===== config.mk =====
export PLATFORM = sky130hd
export DESIGN_NAME = tvt_bin
export DESIGN_NICKNAME = d
export VERILOG_FILES = /design/src/sv/tvt_pkg.sv /design/src/sv/tvt_bin.sv
export SDC_FILE = /design/constraint.sdc
export NUM_CORES = 1
export LEC_CHECK = 0
export ABC_AREA = 0
export BUFFER_PORTS_ARGS = -buffer_cell sky130_fd_sc_hd__buf_4
export CAP_MARGIN = 20
export CORE_MARGIN = 1
export CORE_UTILIZATION = 57
export CTS_CLUSTER_SIZE = 16
export DETAILED_ROUTE_END_ITERATION = 8
export GPL_TIMING_DRIVEN = 0
export HOLD_SLACK_MARGIN = 0.15
export PLACE_DENSITY = 0.95
export SKIP_CTS_REPAIR_TIMING = 1
export SLEW_MARGIN = 15
export SYNTH_ARGS = -nofsm -noshare
export SYNTH_HDL_FRONTEND = slang
export SYNTH_SLANG_ARGS = --single-unit

===== constraint.sdc =====
create_clock -name i_clk -period 11.95 [get_ports i_clk]
set_clock_uncertainty 0.1 [all_clocks]
set_input_delay 0 -clock i_clk [delete_from_list [all_inputs] [get_ports i_clk]]
set_output_delay 0 -clock i_clk [all_outputs]
set_load 0.01 [all_outputs]

===== src/sv/tvt_pkg.sv =====
// tvt_pkg: shared constants, types and fnv hash constants for the token vocabulary table
// no dependencies
`default_nettype none
package tvt_pkg;
    localparam int ENTRIES    = 256;
    localparam int MAX_LEN    = 32;
    localparam int BINS       = 256;
    localparam int KEEP       = MAX_LEN - 1;
    localparam int IDX_W      = $clog2(ENTRIES);
    localparam int CNT_W      = $clog2(ENTRIES + 1);
    localparam int LEN_W      = $clog2(KEEP + 1);
    localparam int POS_W      = (KEEP > 1) ? $clog2(KEEP) : 1;
    localparam int BIN_W      = $clog2(BINS);
    localparam int CHAR_DEPTH = ENTRIES * KEEP;
    localparam int CHAR_AW    = $clog2(CHAR_DEPTH);
    localparam logic [31:0] FNV_BASIS = 32'd2166136261;
    localparam logic [31:0] FNV_PRIME = 32'd16777619;
    localparam int BMOD       = BINS - 2;

    localparam logic [1:0] OP_ADD   = 2'd0;
    localparam logic [1:0] OP_FIND  = 2'd1;
    localparam logic [1:0] OP_STR   = 2'd2;

    localparam logic [1:0] ST_OK    = 2'd0;
    localparam logic [1:0] ST_FULL  = 2'd1;
    localparam logic [1:0] ST_NONE  = 2'd2;

    // one result beat
    typedef struct packed {
        logic [1:0]  status;
        logic [7:0]  entry_index;
        logic [15:0] found_id;
        logic [7:0]  main_bin;
        logic [7:0]  overtone_bin;
    } t_result;
endpackage
`default_nettype wire


===== src/sv/tvt_bin.sv =====
// tvt_bin: remainder of a 32-bit hash by the bin modulus (254), plus one, registered
// depends on tvt_pkg
`default_nettype none
module tvt_bin (
    input  wire logic        i_clk,
    input  wire logic        i_rst_n,
    input  wire logic        i_start,
    input  wire logic [31:0] i_value,
    output logic             o_done,
    output logic [7:0]       o_bin
);
    import tvt_pkg::*;

    logic [9:0] w_sum;
    logic [7:0] w_fold;
    logic [6:0] w_r127;
    logic [7:0] r_rem;
    logic       r_done;

    // 254 = 2 * 127: the low bit passes through, the rest reduces mod 127
    // by summing 7-bit digits, since 2^7 is 1 mod 127
    always_comb begin
        w_sum  = 10'(i_value[7:1]) + 10'(i_value[14:8]) + 10'(i_value[21:15]) +
                 10'(i_value[28:22]) + 10'(i_value[31:29]);
        w_fold = 8'(w_sum[6:0]) + 8'(w_sum[9:7]);
        w_r127 = (w_fold >= 8'd127) ? 7'(w_fold - 8'd127) : w_fold[6:0];
    end

    always_ff @(posedge i_clk) begin
        if (!i_rst_n) begin
            r_done <= 1'b0;
        end else begin
            r_done <= i_start;
            if (i_start)
                r_rem <= {w_r127, i_value[0]};
        end
    end

    assign o_done = r_done;
    assign o_bin  = r_rem + 8'd1;
endmodule
`default_nettype wire


==> results of run 1 <==
-- worst paths after layout --
path / end / cells after the start / start / slack, ns
setup / recovery: r_rem[2]$_DFFE_PP_ / 21 / i_value[3] / 6.93
hold / removal: r_rem[0]$_DFFE_PP_ / 2 / i_rst_n / 0.22
-- where the power goes --
| group | leakage [nW] | internal [mW] | switching, mW |
|---|---|---|---|
| Clock | 0.0177 | 0.0124 | 0.0113 |
| Combinational | 0.940 | 0.178 | 0.206 |
| Sequential | 0.0835 | 0.0599 | 0.00982 |
| Total | 1.04 | 0.250 | 0.227 |
-- placed cells by master, fill, tap and decap left out, types with 2 or more instances in the layout --
cell,synthesis,final
a21oi_1,8,8
a31oi_1,4,4
and2_1,3,3
and3_1,2,2
buf_4,0,43
clkbuf_4,0,3
dlygate4sd3_1,0,3
edfxtp_1,8,8
fa_1,17,17
ha_1,19,19
inv_1,47,47
nand2_1,4,4
nand3_1,5,5
nor2_1,5,5
o21ai_1,2,2
or3_1,2,2
xnor2_1,8,8
xor2_1,5,5
-- area by class of cell --
type / instances / area (µm²) / area share
Multi-Input combinational cell: 108 / 1120 / 0.568
Tap cell: 30 / 37.5 / 0.0190
Inverter: 47 / 176 / 0.0891
Clock buffer: 3 / 22.5 / 0.0114
Sequential cell: 9 / 260 / 0.131
Timing Repair Buffer: 46 / 353 / 0.178
Clock inverter: 1 / 5.00 / 0.00253
-- logic make-up (layout without fill, tap and decap cells) --
| logic type | Yosys count | count (layout) | share of synthesized area |
|---|---|---|---|
| buf+inv | 47 | 97 | 0.113 |
| fa+ha+maj | 36 | 36 | 0.370 |
| simple gates | 32 | 32 | 0.127 |
| compound gates | 25 | 25 | 0.127 |
| xor+xnor | 14 | 14 | 0.0873 |
| flops | 9 | 9 | 0.167 |
| mux | 1 | 1 | 0.00961 |
-- registers in the layout (all words and copies together) (netlist names) --
register  cells
r_rem         8
o_done        1
-- per-stage QoR --
| step | instances | setup WS (ns) | utilization | hold WS (ns) | total power, mW |
|---|---|---|---|---|---|
| after floorplan | 164 | 7.07 | - | -0.00113 | 0.354 |
| after global placement | 237 | 6.78 | 0.762 | 0.0791 | 0.424 |
| after detailed placement | 237 | 6.67 | 0.762 | 0.0795 | 0.446 |
| after CTS | 241 | 6.96 | 0.773 | -0.200 | 0.472 |
| after global routing | 244 | 6.71 | 0.785 | 0.228 | 0.520 |
| final | 244 | 6.93 | 0.785 | 0.219 | 0.476 |
-- worst max-delay path, cell delays in order --
cell and delay [ns]:
buf_4 0.07, inv_1 0.05, fa_1 0.55, inv_1 0.06, fa_1 0.49, inv_1 0.05, fa_1 0.49, inv_1 0.07
ha_1 0.29, a211o_1 0.31, a311oi_2 0.34, o21ai_1 0.12, a21oi_1 0.26, xor2_1 0.24, fa_1 0.44, inv_1 0.10
ha_1 0.20, nand2_1 0.08, a31oi_1 0.20, o211a_4 0.21, mux2_4 0.29
-- routing by layer --
metal  global-route usage  vias to the layer above
met5                    0                        -
met4                0.158                        0
met3               0.0333                       10
met2                0.472                       38
met1                0.208                      614
li1                     -                      637
==> metrics.yaml, run 1 <==
run_status:
  status: "finished, final reports clean"
logic_synthesis:
  synthArstFlopShare: 0
  ys.flop_type: "edfxtp_1"
  synth_top_area_cell: "fa_1"
  synthCells: 164
  netlist.area_leader.share: 0.218
  synth_edf_count: 8
  yosysSeqAreaShare: 0.167
  ys_ff_latch: 9
  synthTopCellsByCount: "inv_1, ha_1, fa_1"
  syn_nets: 235
  synthTopCellsByArea: "fa_1, edfxtp_1, ha_1"
  yosysMostFrequentCell: "inv_1"
  yosysUniqueCellTypes: 40
  syn_area_um2: 1560
  syn_area_per_cell_um2: 9.52
  yosysWarnings: 0
die:
  die_h_um: 54.3
  design.core.area_um2: 2520
  die_w_um: 54.3
  row_count: 18
  dieArea_um2: 2950
  start_util: 0.619
  io_pins: 44
setup_path:
  path_class: "input pin to flip-flop"
  crit_path_start_kind: "input pin"
  end_kind: "flip-flop"
  worstPathMaxFanout: 4
  worstPathArrival_ns: 4.94
  critPathRequiredTime_ns: 11.87
sta:
  fin_crit_sh: 0.420
  fin_tns_setup_ns: 0
  max-slew-margin-rel: 0.655
  hold_violations: 0
  min_period_ns: 5.02
  rsz0062_at_grt: "false"
  setup_viol: 0
  worst_pin_slew_ns: 0.514
  slew_violations: 0
  fmax_ghz: 0.199
detailed_routing:
  firstDrtPassIters: 4
  wl_mm: 3.04
  highest_layer: "met4"
  vias: 1299
  via_per_inst: 5.32
  drc: 0
  wl_met2_mm: 1.79
  met3_length_um: 82
  drt_iter0_markers: 10
  drtAntennaViolNets: 0
  drt-met1-wl_mm: 1.09
  wire_per_inst_um: 12.5
pwr:
  leakage_nw: 1.04
  ir_worst_vdd_mv: 0.223
  power_density_nw_per_um2: 241
cts:
  clk_pin_slew_ns: 0.06
  cts_root_buf: "clkbuf_4"
  cts-htree-levels: 1
  cts_tree: "done"
  cts_buffer_depth: 2
  cts_num_sinks: 9
  cts_buffers: 3
place:
  dp_hpwl_mm: 2.67
  placed_area_um2: 1920
  place_congestion: 0.911
  numPortBuffers: 43
global_routing:
  grtUsageTotal: 0.235
  globalRouteOverflowTotal: 0
  antenna_found_initial: 0
  grt_pass1_wl_mm: 4.80
  grt_max_degree: 9
  grt_pass1_vias: 1240
final_layout:
  antennaDiodeCount: 0
  fin_area_um2: 1980
  fin_nets: 286
  nFillCells: 167
  layout-drive-gt1-share: 0.262
  syn_to_final_growth_pct: 26.8
hold_path:
  hp-class: "input pin to flip-flop"
run:
  maxCapViolations: 0
Note: power is estimated with default switching activity, not from simulation.
==> inputs of run 2 (changes only) <==
Settings changed: CORE_UTILIZATION 57 to 48, PLACE_DENSITY 0.95 to 0.89.
Clock period 11.95 ns to 4.2 ns, I/O delays scaled along.
==> run 2 against run 1 <==
Against the previous run:
- the flow now finishes with violations (setup timing)
- final area up 12%
- setup slack worse by 7.5 ns
- combinational power rose to 3.6 times the previous value
- global-route usage shrank 5.8 points
- cell count grew 8.2%
- non-clock buffer count rose by 6
- critical endpoint unchanged
- largest power group unchanged
==> metrics.yaml, run 2 (synthesized netlist as in run 1, its figures left out) <==
run_status:
  status: "finished, violations left"
  failed_checks: "setup timing"
final_layout:
  syn_to_final_growth_pct: 41.8
  largest_reg_flops: 8  # unchanged
  layout-drive-gt1-share: 0.405  # +0.143
  final_cell_mix: "buf_4, inv_1, fa_1"
  fin_util: 0.720  # -0.0652
  fin_cells: 264  # +8.2%
  final_common_cell: "buf_4"
  regMostFlops: "r_rem"
  antennaDiodeCount: 0  # unchanged
  fin_nets: 292  # +2.1%
cts:
  cts_root_buf: "clkbuf_4"
  cts_buffers: 3  # unchanged
  cts_buffer_depth: 2  # unchanged
  clk_pin_slew_ns: 0.05  # about the same
  cts_tree: "done"
  cts-htree-levels: 1  # unchanged
  cts_num_sinks: 9  # unchanged
global_routing:
  grt_max_degree: 9  # unchanged
  use_met3: 0.0197  # -0.0137
  grt.busiest_layer: "met2"
  grt_pass1_wl_mm: 4.73  # -1.3%
  use_met1: 0.179  # -0.0294
  antenna_found_initial: 0  # unchanged
  grtUsageTotal: 0.177  # -0.0581
  globalRouteOverflowTotal: 0  # unchanged
  met2_usage: 0.349  # -0.123
  grt_pass1_vias: 1240  # unchanged
place:
  numPortBuffers: 43  # unchanged
  placed_cells: 251  # +5.9%
  place_ws_ns: -0.879  # -7.55 ns
  dp_hpwl_mm: 2.43  # -8.8%
  place_congestion: 0.904  # -0.76%
sta:
  fmax_ghz: 0.212
  setup_viol: 7  # +7
  slew_violations: 0  # unchanged
  hold_violations: 0  # unchanged
  rsz0062_at_grt: "true"
  max-slew-margin-rel: 0.422  # -0.232
  final.setup.worst_slack_ns: -0.525  # -7.46 ns
  min_period_ns: 4.73
  hold_slack_ns: 0.220  # +0.00190 ns
  worst_pin_slew_ns: 0.860  # +0.346 ns
  fin_crit_sh: 1.13
detailed_routing:
  vias: 1317  # +1.4%
  wl_mm: 3.04  # -0.23%
  firstDrtPassIters: 4  # unchanged
  wire_per_inst_um: 11.5  # -7.8%
  drt_iter0_markers: 16  # +6
  drtAntennaViolNets: 0  # unchanged
  via_per_inst: 4.99  # -6.3%
  drc: 0  # unchanged
setup_path:
  worstPathMaxFanout: 3  # -1
  end_kind: "flip-flop"
  path_class: "input pin to flip-flop"
  crit_path_start_kind: "input pin"
  critPathRequiredTime_ns: 4.10  # -7.77 ns
  worstPathArrival_ns: 4.63  # -0.31 ns
hold_path:
  hp-class: "input pin to flip-flop"
  min_path_cells: 2  # unchanged
run:
  maxCapViolations: 0  # unchanged
die:
  start_util: 0.507  # -0.112
  die_w_um: 59.0  # +8.6%
  io_pins: 44  # unchanged
  dieArea_um2: 3490  # +18%
  design.core.area_um2: 3080  # +22%
  die_h_um: 59.0  # +8.6%
  row_count: 20  # +2
pwr:
  ir_worst_vdd_mv: 0.334  # +50%
  p_total_mw: 1.65  # +250%
  power_density_nw_per_um2: 743  # +210%
  leakage_nw: 1.10  # +5.2%
[run 2: cell types whose count changed in the layout (fill, tap and decap cells not counted), moves of 3 or more]
cell     change
a21oi_1      -3
buf_4        +5
ha_1         -4
ha_4         +3
inv_1        -6
inv_2        +5
[run 2: critical path: stages]
cell,delay [ns]
buf_6,0.07
inv_2,0.03
fa_1,0.54
inv_2,0.04
fa_1,0.52
inv_2,0.04
fa_1,0.55
inv_2,0.06
ha_4,0.21
a211o_4,0.34
a311oi_4,0.30
o21ai_2,0.11
a21oi_2,0.18
buf_4,0.14
xnor2_2,0.05
ha_1,0.29
a21o_1,0.23
a21oi_4,0.23
nor2_2,0.08
o211a_4,0.31
mux2_4,0.30
[run 2: metal layers]
| metal | vias up | part of all wire |
|---|---|---|
| met5 | - | 0 |
| met4 | 0 | 0.027 |
| met3 | 8 | 0.029 |
| met2 | 40 | 0.59 |
| met1 | 624 | 0.35 |
| li1 | 645 | - |
[run 2: area by class of cell]
| class | count | area, µm² |
|---|---|---|
| Inverter | 47 | 184 |
| Sequential cell | 9 | 260 |
| Timing Repair Buffer | 52 | 402 |
| Multi-Input combinational cell | 108 | 1290 |
| Clock buffer | 4 | 26.3 |
| Fill cell | 219 | 863 |
| Tap cell | 44 | 55.1 |
[run 2: path summary, 6_finish.rpt]
| path | from | to | slack [ns] |
|---|---|---|---|
| hold / removal | i_rst_n | r_rem[0]$_DFFE_PP_ | 0.22 |
| setup / recovery | i_value[3] | r_rem[2]$_DFFE_PP_ | -0.53 |
[run 2: per-stage QoR]
stage	setup TNS (ns)	area [µm²]
2_1_floorplan	-2.46	1610
3_3_place_gp	-4.54	1990
3_5_place_dp	-5.31	1990
4_1_cts	-3.42	2020
5_1_grt	-3.68	2210
6_report	-2.53	2210
[run 2: power by group]
group | internal, mW | switching (mW)
Combinational | 0.679 | 0.707
Sequential | 0.171 | 0.0279
Clock | 0.0363 | 0.0258
