## src/sv/tvt_pkg.sv

```systemverilog
// tvt_pkg: shared constants, types and fnv hash constants for the token vocabulary table
// no dependencies
`default_nettype none
package tvt_pkg;
    localparam int ENTRIES    = 256;
    localparam int MAX_LEN    = 32;
    localparam int BINS       = 256;
    localparam int KEEP       = MAX_LEN - 1;
    localparam int IDX_W      = $clog2(ENTRIES);
    localparam int CNT_W      = $clog2(ENTRIES + 1);
    localparam int LEN_W      = $clog2(KEEP + 1);
    localparam int POS_W      = (KEEP > 1) ? $clog2(KEEP) : 1;
    localparam int BIN_W      = $clog2(BINS);
    localparam int CHAR_DEPTH = ENTRIES * KEEP;
    localparam int CHAR_AW    = $clog2(CHAR_DEPTH);
    localparam logic [31:0] FNV_BASIS = 32'd2166136261;
    localparam logic [31:0] FNV_PRIME = 32'd16777619;
    localparam int BMOD       = BINS - 2;

    localparam logic [1:0] OP_ADD   = 2'd0;
    localparam logic [1:0] OP_FIND  = 2'd1;
    localparam logic [1:0] OP_STR   = 2'd2;

    localparam logic [1:0] ST_OK    = 2'd0;
    localparam logic [1:0] ST_FULL  = 2'd1;
    localparam logic [1:0] ST_NONE  = 2'd2;

    // one result beat
    typedef struct packed {
        logic [1:0]  status;
        logic [7:0]  entry_index;
        logic [15:0] found_id;
        logic [7:0]  main_bin;
        logic [7:0]  overtone_bin;
    } t_result;
endpackage
`default_nettype wire

```

## src/sv/tvt_hash.sv

```systemverilog
// tvt_hash: fnv-1a byte step with a registered multiply
// depends on tvt_pkg
`default_nettype none
module tvt_hash (
    input  wire logic        i_clk,
    input  wire logic        i_rst_n,
    input  wire logic        i_clear,
    input  wire logic        i_take,
    input  wire logic [7:0]  i_byte,
    output logic             o_busy,
    output logic [31:0]      o_hash
);
    import tvt_pkg::*;

    logic [31:0] r_hash, n_hash;
    logic        r_busy;

    // xor then multiply by prime, one byte a cycle
    always_comb begin
        n_hash = (r_hash ^ {24'd0, i_byte}) * FNV_PRIME;
    end

    always_ff @(posedge i_clk) begin
        if (!i_rst_n) begin
            r_hash <= FNV_BASIS;
            r_busy <= 1'b0;
        end else begin
            r_busy <= 1'b0;
            if (i_clear)
                r_hash <= FNV_BASIS;
            else if (i_take)
                r_hash <= n_hash;
        end
    end

    assign o_busy = r_busy;
    assign o_hash = r_hash;
endmodule
`default_nettype wire

```

## config.mk

```make
export PLATFORM = sky130hd
export DESIGN_NAME = tvt_hash
export DESIGN_NICKNAME = d
export VERILOG_FILES = /design/src/sv/tvt_pkg.sv /design/src/sv/tvt_hash.sv
export SDC_FILE = /design/constraint.sdc
export NUM_CORES = 1
export LEC_CHECK = 0
export BUFFER_PORTS_ARGS = -buffer_cell sky130_fd_sc_hd__buf_2
export CORE_MARGIN = 1.5
export CORE_UTILIZATION = 65
export CTS_CLUSTER_DIAMETER = 80
export CTS_CLUSTER_SIZE = 12
export DETAILED_ROUTE_END_ITERATION = 7
export PLACE_DENSITY_LB_ADDON = 0.1
export SYNTH_ARGS = -nofsm -noshare
export SYNTH_HDL_FRONTEND = slang
export SYNTH_SLANG_ARGS = --single-unit
```

## constraint.sdc

```tcl
create_clock -name i_clk -period 9.2 [get_ports i_clk]
set_input_delay 0 -clock i_clk [delete_from_list [all_inputs] [get_ports i_clk]]
set_output_delay 0 -clock i_clk [all_outputs]
set_load 0.01 [all_outputs]
```

==> results.json, run 1 <==
{
  "r2r_cells": 19,
  "ys_seq_area_share_pct": 9.38,
  "htree_levels": 2,
  "die-area_um2": 11100,
  "syn_area_um2": 6830,
  "grt_max_degree": 29,
  "critPathArrivalTime_ns": 6.11,
  "synth_top_family_by_area": "adder cells",
  "cts_tree": "built",
  "end_kind": "flop",
  "ys.flop_type": "dfxtp_1",
  "synth-edff-count": 0,
  "setup_violations": 0,
  "cts_sinks": 32,
  "yosysUniqueCellTypes": 50,
  "final_cell_mix": "184 x ha_1, 174 x inv_1, 74 x fa_1",
  "drc": 0,
  "portBuffers": 43,
  "coreArea_um2": 10300,
  "cts_resized": 0,
  "synth_compound_area_share_pct": 10.4,
  "io_pins": 45,
  "synthesis.nets": 998,
  "worstHoldPathType": "input pin to flop",
  "numCtsBuffers": 5,
  "fin_util_pct": 70.8,
  "wl_um": 15000,
  "clock_skew_ns": 0.0108,
  "async_flop_share_pct": 0,
  "die_w_um": 106,
  "worstMarginPinSlew_ns": 0.920,
  "critPathMaxFanout": 6,
  "slew_violations": 0,
  "ant_nets": 0,
  "finalHoldViolCount": 0,
  "hold_ws_ns": 0.105,
  "die_y_um": 106,
  "cts_hold_buf": 0,
  "post-cts-setup-buffer-count": 0,
  "cp-start-kind": "flop",
  "run_status": "finished clean",
  "drt_iter0_markers": 235,
  "layout_commonest_cell": "ha_1",
  "num_vias": 5067,
  "start_util_pct": 66.4,
  "min_path_cells": 3,
  "synthMuxAreaShare_pct": 1.91,
  "dp_hpwl_um": 13000,
  "path_clk_slew_ns": 0.07,
  "grt_pass1_vias": 5366,
  "clkLatencyLatePin_ns": 0.29,
  "diodes": 0,
  "yosysWarnings": 0,
  "period_share_pct": 64.5,
  "grt_usage_pct": 29.6,
  "grt_pass1_wl_um": 25900,
  "syn_area_per_cell_um2": 9.38,
  "nets": 1039,
  "drive_gt1_share_pct": 7.66,
  "synth_xor_area_share_pct": 6.80,
  "antenna_found_initial": 0,
  "setup_tns_ns": 0,
  "overflow": 0,
  "wl_per_cell_um": 16.6,
  "crit_type": "flop to flop",
  "ys_seq_elements": 32,
  "max_clock_freq_mhz": 169,
  "fin_crit_ns": 5.93,
  "fillers": 812,
  "cts-root-buf": "clkbuf_8",
  "gp_congestion": 0.983,
  "rsz0062_at_grt": "false",
  "cp_data_required_time_ns": 9.38,
  "clk_path_buf_depth": 2,
  "vias_per_cell": 5.59,
  "syn_to_final_growth_pct": 6.52,
  "num_rows": 37,
  "synthAdderAreaFrac_pct": 55.4,
  "netlist_instances": 728,
  "maxSlewHeadroom_pct": 38.6,
  "largest_reg_flops": 32,
  "drt-pass1-iter-count": 5,
  "synthSimpleGateAreaFrac_pct": 5.84,
  "cap_violations": 0
}
[cells by family after synthesis]
group,Yosys count
AND/OR/NAND/NOR,85
XOR/XNOR,53
multiplexers,13
AO/OA/AOI/OAI,102
buffers and inverters,184
other,1
adder cells (fa/ha/maj),258
flip-flops,32
[cells in the mapped netlist, types with 2 or more instances]
cell type    n  area share (%)
xnor2_1     30             3.8
dfxtp_1     32             9.4
a221oi_2     2            0.44
o211ai_1     4            0.44
nand2b_1     3            0.27
fa_1        74              22
clkbuf_1     7            0.38
buf_1        2            0.11
mux2i_1     13             1.9
nand2_1     32             1.8
nor3_1       7            0.51
ha_1       184              34
nor2b_1      3            0.27
and2_1       2            0.18
a21o_1      11             1.2
a21oi_1     28             2.1
o21ai_0     13            0.95
nand4_1      3            0.27
o21bai_1     4            0.44
a211o_1      4            0.51
and3_1       6            0.55
inv_1      174             9.6
nor2_1      18            0.99
a31oi_1      3            0.27
o21ai_1      7            0.51
a211oi_1     7            0.77
xor2_1      23             2.9
nand3_1      6            0.44
o22ai_1      5            0.46
[worst paths after layout]
kind                                                end  slack [ns]                    from
worst min-delay path             o_hash[0]$_SDFFE_PP1P_        0.11               i_byte[0]
worst min register to register   o_hash[1]$_SDFFE_PP0P_        0.54  o_hash[1]$_SDFFE_PP0P_
worst max register to register  o_hash[22]$_SDFFE_PP0P_        3.27  o_hash[0]$_SDFFE_PP1P_
worst max-delay path            o_hash[22]$_SDFFE_PP0P_        3.27  o_hash[0]$_SDFFE_PP1P_
[final cells by class]
| class | count | area [um2] | share of cell area [%] |
|---|---|---|---|
| clock inverter | 1 | 7.51 | 0.103 |
| multi-input combinational | 512 | 5490 | 75.5 |
| clock buffer | 7 | 86.3 | 1.19 |
| timing repair buffer | 44 | 223 | 3.06 |
| inverter | 174 | 653 | 8.98 |
| tap | 136 | 170 | 2.34 |
| sequential | 32 | 641 | 8.81 |
[per-layer routing]
layer  GRT usage [%]  vias up  routed length, um
met5               0        -                  0
met4            9.07        0                374
met3            3.53       30                686
met2            51.2      124               7350
met1            38.8     2440               6630
li1                -     2473                  -
[critical path, stage by stage (launching register included)]
cell	delay [ns]
dfxtp_1	0.39
xor2_1	0.61
ha_1	0.28
ha_1	0.21
fa_1	0.45
ha_1	0.22
fa_1	0.48
ha_1	0.29
inv_1	0.05
fa_1	0.53
inv_1	0.04
ha_1	0.35
a21o_1	0.20
a21o_1	0.24
a2111oi_4	0.46
a21oi_1	0.13
a211o_1	0.33
a21o_1	0.20
o21ba_1	0.16
a32o_1	0.20
[through the flow]
stage | worst slack, ns | cells | area, um2
finish | 3.27 | 906 | 7270
CTS | 3.36 | 906 | 7270
detailed placement | 3.42 | 898 | 7180
floorplan | 3.87 | 728 | 6830
global placement | 3.49 | 898 | 7180
global route | 3.06 | 906 | 7270
Power of run 1 is not shown: default switching activity piles up to over one toggle a cycle in this logic, so the estimate is an artifact.
==> inputs of run 2 (changes only) <==
- ABC_AREA: unset -> 1
- CORE_UTILIZATION: 65 -> 58
- clock period: 9.2 -> 4.9 ns (I/O delays scaled with it)
==> results.json, run 2 <==
{
  "run_status": "finished clean",
  "async_flop_share_pct": 0,
  "syn_area_per_cell_um2": 7.56,
  "synthesis.nets": 1260,
  "path_clk_slew_ns": 0.06,
  "finalHoldViolCount": 0,
  "synth-edff-count": 0,
  "yosys-top-cells-count": "247 x inv_1, 184 x ha_1, 176 x nand2_1",
  "drt-pass1-iter-count": 5,
  "diodes": 0,
  "fin_crit_ns": 4.69,
  "cts-root-buf": "clkbuf_16",
  "antenna_found_initial": 0,
  "yosys-top-cells-area": "ha_1 31%, fa_1 20%, inv_1 12%",
  "htree_levels": 2,
  "dp_hpwl_um": 16100,
  "gp_congestion": 0.949,
  "ys.flop_type": "dfxtp_1",
  "drive_gt1_share_pct": 17.6,
  "yosysUniqueCellTypes": 36,
  "maxSlewHeadroom_pct": 26.8,
  "worstHoldPathType": "input pin to flop",
  "die_y_um": 117,
  "grt_pass1_vias": 6149,
  "critPathArrivalTime_ns": 4.85,
  "clock_skew_ns": 0.00720,
  "slew_violations": 0,
  "start_util_pct": 59.3,
  "num_vias": 6416,
  "ys_seq_elements": 32,
  "io_pins": 45,
  "cap_violations": 0,
  "hold_ws_ns": 0.0799,
  "placed_cells": 1242,
  "nets": 1351,
  "die_w_um": 117,
  "drt_iter0_markers": 430,
  "place_area_um2": 8210,
  "numCtsBuffers": 5,
  "crit_type": "flop to flop",
  "layout_commonest_cell": "inv_1",
  "portBuffers": 43,
  "clkLatencyLatePin_ns": 0.28,
  "critPathMaxFanout": 5,
  "fin_util_pct": 69.7,
  "ys_seq_area_share_pct": 8.56,
  "worstMarginPinSlew_ns": 1.10,
  "cts_sinks": 32,
  "end_kind": "flop",
  "yosysTopAreaCellShare_pct": 30.8,
  "vias_per_cell": 5.12,
  "stdcell_area_um2": 8790,
  "clk_path_buf_depth": 2,
  "largest_reg_flops": 32,
  "die-area_um2": 13600,
  "cp-start-kind": "flop",
  "cts_hold_buf": 0,
  "wl_um": 19300,
  "rsz0062_at_grt": "true",
  "period_share_pct": 95.7,
  "synth_area_leader_cell": "ha_1",
  "wl_per_cell_um": 15.4,
  "grt_max_degree": 37,
  "layout.cells.non_filler": 1254,
  "cts_tree": "built",
  "grt_usage_pct": 29.2,
  "num_rows": 41,
  "setup_violations": 0,
  "yosysMostFrequentCell": "inv_1",
  "cp_data_required_time_ns": 5.06,
  "netlist_instances": 990,
  "syn_area_um2": 7480,
  "final_cell_mix": "247 x inv_1, 169 x nand2_1, 168 x ha_1",
  "syn_to_final_growth_pct": 17.5,
  "yosysWarnings": 0,
  "ant_nets": 0,
  "overflow": 0,
  "grt_pass1_wl_um": 30000,
  "drc": 0,
  "max_clock_freq_mhz": 213,
  "coreArea_um2": 12600
}
## run 2: changes by cell type after synthesis, moves of 8 or more
cell and delta:
inv_1 +73, a21o_1 -8, nand3_1 +37, xnor2_1 -28
mux2i_1 -13, nor2_1 +57, nand2_2 +8, a21oi_1 +22
nand2_1 +144
## run 2: critical path, stage by stage, from the launching register on
cell and delay (ns):
dfxtp_4 0.37, xnor2_4 0.17, inv_1 0.10, ha_1 0.31
ha_1 0.31, fa_1 0.44, ha_2 0.20, fa_1 0.47
ha_1 0.29, inv_1 0.05, fa_1 0.52, inv_1 0.06
ha_4 0.30, nand2_2 0.10, nor2_2 0.13, inv_1 0.07
nor2_2 0.14, nor2_1 0.05, nand2_1 0.11, nand2_1 0.08
nand2_1 0.06, nand2_1 0.05, nand3_1 0.10, nand2_2 0.08
## run 2: path summary, 6_finish.rpt
path	cells past startpoint	startpoint	slack (ns)	to
worst min register to register	2	o_hash[0]$_SDFFE_PP1P_	0.51	o_hash[0]$_SDFFE_PP1P_
worst max register to register	23	o_hash[3]$_SDFFE_PP0P_	0.21	o_hash[20]$_SDFFE_PP1P_
worst min-delay path	4	i_clear	0.08	o_hash[2]$_SDFFE_PP1P_
worst max-delay path	23	o_hash[3]$_SDFFE_PP0P_	0.21	o_hash[20]$_SDFFE_PP1P_
## run 2: cell families after synthesis
kind of cell	share of synthesized area, %
buffers and inverters	13.4
adders and majority gates	50.6
other	0.0501
AOI/OAI and AO/OA	6.96
and+or+nand+nor	18.4
DFF	8.56
xor gates and xnor gates	2.11
## run 2: per-stage QoR
stage | worst slack [ns] | setup TNS (ns)
after detailed placement | -0.0457 | -0.157
final | 0.212 | 0
after global routing | -0.0501 | -0.147
after global placement | -0.0642 | -0.171
after CTS | 0.00897 | 0
after floorplan | 0.312 | 0
## run 2: cell type report
type                            count  area (um2)
Sequential cell                    32         658
Inverter                          249         935
Multi-Input combinational cell    698        6190
Clock inverter                      1        30.0
Timing Repair Buffer               95         613
Tap cell                          172         215
Fill cell                        1092        3830
Clock buffer                        7         153
## run 2: layer usage
metal	global-route usage (%)	share of wire, %	vias to the layer above
li1	-	-	3257
met1	38.1	45	2965
met2	52.4	49	160
met3	2.18	3.8	34
met4	7.95	2.4	0
met5	0	0	-
## run 2: timing repair
| action | CTS | global route |
|---|---|---|
| endpoints found under the setup margin | 9 | 20 |
| gates resized for setup | 3 | 75 |
| pin swaps | 0 | 18 |
| buffers inserted | 0 | 4 |
Power of run 2 is left out for the same reason.
==> inputs of run 3 (changes only) <==
- CORE_UTILIZATION: 58 -> 65
- MAX_ROUTING_LAYER: unset -> met4
- clock period: 4.9 -> 5.9 ns (I/O delays scaled with it)
==> results.json, run 3 (synthesis gave the netlist of run 2 again) <==
{
  "crit_type": "flop to flop",
  "nets": 1311,
  "clk_path_buf_depth": 2,
  "clkLatencyLatePin_ns": 0.28,
  "setup_violations": 0,
  "worst-path-buf-inv": 3,
  "drc": 2,
  "grtUsageMet1_pct": 41.6,
  "maxSlewHeadroom_pct": 25.4,
  "num_rows": 39,
  "start_util_pct": 66.1,
  "overflow": 0,
  "critPathMaxFanout": 5,
  "min_path_cells": 3,
  "cts_resized": 0,
  "post-cts-setup-buffer-count": 0,
  "cts_sinks": 32,
  "fin_crit_ns": 5.33,
  "gp_congestion": 0.993,
  "fillers": 987,
  "cts-root-buf": "clkbuf_16",
  "ant_nets": 0,
  "cts_hold_buf": 0,
  "worstHoldPathType": "input pin to flop",
  "violations": "DRC",
  "critical-path-top-delay-family": "adder cells",
  "rsz0062_at_grt": "false",
  "drive_gt1_share_pct": 8.07,
  "dp_hpwl_um": 15700,
  "grt_pass1_wl_um": 29100,
  "layout_commonest_cell": "inv_1",
  "max_clock_freq_mhz": 188,
  "final_cell_mix": "247 x inv_1, 184 x ha_1, 176 x nand2_1",
  "r2r_cells": 20,
  "worstHoldStart": "i_clear",
  "place_area_um2": 7900,
  "path_clk_slew_ns": 0.06,
  "r2r_end": "o_hash[19]$_SDFFE_PP1P_",
  "cts_tree": "built",
  "critPathArrivalTime_ns": 5.51,
  "portBuffers": 43,
  "num_vias": 6248,
  "wl_um": 18200,
  "run_status": "finished, violations left",
  "worstMarginPinSlew_ns": 1.12,
  "antenna_found_initial": 0,
  "crit_chain": "xor2_1 -> inv_1 -> nor2_1 -> nor2_1 -> ha_1 -> fa_1 -> ha_1 -> fa_1 -> ha_1 -> inv_1 -> fa_1 -> inv_1 -> ha_1 -> a21o_1 -> a21oi_1 -> o21bai_1 -> a21o_1 -> nand2_1 -> nand2_1 -> o21ai_1",
  "holdPathEnd": "o_hash[7]$_SDFFE_PP1P_",
  "drt_iter0_markers": 311,
  "slowest_delay_ns": 0.55,
  "use_met2_pct": 55.7,
  "cp-start-kind": "flop",
  "die-area_um2": 12200,
  "vias_per_cell": 5.28,
  "slew_violations": 0,
  "die_y_um": 110,
  "busiest_layer": "met2",
  "finalHoldViolCount": 0,
  "wl_per_cell_um": 15.4,
  "crit_path_top_delay_cell": "xor2_1",
  "period_share_pct": 90.3,
  "grt_usage_pct": 32.8,
  "syn_to_final_growth_pct": 7.62,
  "crit_path_frequent_cell": "ha_1",
  "drt-pass1-iter-count": 7,
  "clock_skew_ns": 0.00370,
  "diodes": 0,
  "stdcell_area_um2": 8050,
  "grt_pass1_vias": 6046,
  "globalRouteMet3Util_pct": 2.88,
  "ff2ff_setup_slack_ns": 0.57,
  "die_w_um": 110,
  "numCtsBuffers": 5,
  "end_kind": "flop",
  "coreArea_um2": 11300,
  "io_pins": 45,
  "setup_tns_ns": 0,
  "largest_reg_flops": 32,
  "cap_violations": 0,
  "grt_max_degree": 37,
  "htree_levels": 2,
  "cp_data_required_time_ns": 6.09,
  "crit-reg2reg-launch": "o_hash[2]$_SDFFE_PP1P_"
}
## run 3: changes by cell type in the layout (fill, tap and decap cells not counted), sizes merged
cell and delta:
buf -40, bufinv -1
## run 3: worst max path at each step
stage	from	cells after the start	slack, ns	endpoint
global route	o_hash[2]$_SDFFE_PP1P_	23	0.22	o_hash[28]$_SDFFE_PP0P_
CTS	o_hash[2]$_SDFFE_PP1P_	22	0.60	o_hash[24]$_SDFFE_PP1P_
finish	o_hash[2]$_SDFFE_PP1P_	20	0.57	o_hash[19]$_SDFFE_PP1P_
floorplan	o_hash[19]$_SDFFE_PP1P_	23	1.31	o_hash[30]$_SDFFE_PP0P_
detailed placement	o_hash[2]$_SDFFE_PP1P_	22	0.61	o_hash[23]$_SDFFE_PP0P_
global placement	o_hash[2]$_SDFFE_PP1P_	22	0.67	o_hash[24]$_SDFFE_PP1P_
## run 3: layout make-up
| class | count | area (um2) | area share (%) |
|---|---|---|---|
| sequential | 32 | 641 | 7.95 |
| clock buffer | 7 | 153 | 1.90 |
| multi-input combinational | 698 | 5840 | 72.5 |
| inverter | 249 | 935 | 11.6 |
| timing repair buffer | 55 | 305 | 3.79 |
| tap | 143 | 179 | 2.22 |
## run 3: worst reg2reg max path: stages (launching register included)
cell      delay (ns)
dfxtp_1         0.40
xor2_1          0.55
inv_1           0.10
nor2_1          0.24
nor2_1          0.07
ha_1            0.33
fa_1            0.44
ha_1            0.23
fa_1            0.48
ha_1            0.29
inv_1           0.05
fa_1            0.52
inv_1           0.04
ha_1            0.36
a21o_1          0.21
a21oi_1         0.25
o21bai_1        0.13
a21o_1          0.20
nand2_1         0.06
nand2_1         0.05
o21ai_1         0.24
## run 3: per-layer routing
metal	share of wire, %	vias to the layer above	wire [um]
li1	-	3190	-
met4	3.1	0	568
met1	46	2897	8470
met3	3.3	35	611
met2	47	126	8590
met5	0	-	0
## run 3: through the flow
step	hold slack (ns)	std cells	worst slack (ns)	util [%]
6_report	0.0715	1184	0.572	71.1
5_1_grt	0.0788	1184	0.219	71.1
4_1_cts	0.0574	1184	0.598	71.1
3_5_place_dp	0.354	1177	0.610	69.8
3_3_place_gp	0.341	1177	0.667	69.8
2_1_floorplan	0.131	990	1.31	-
Power of run 3 is left out for the same reason.
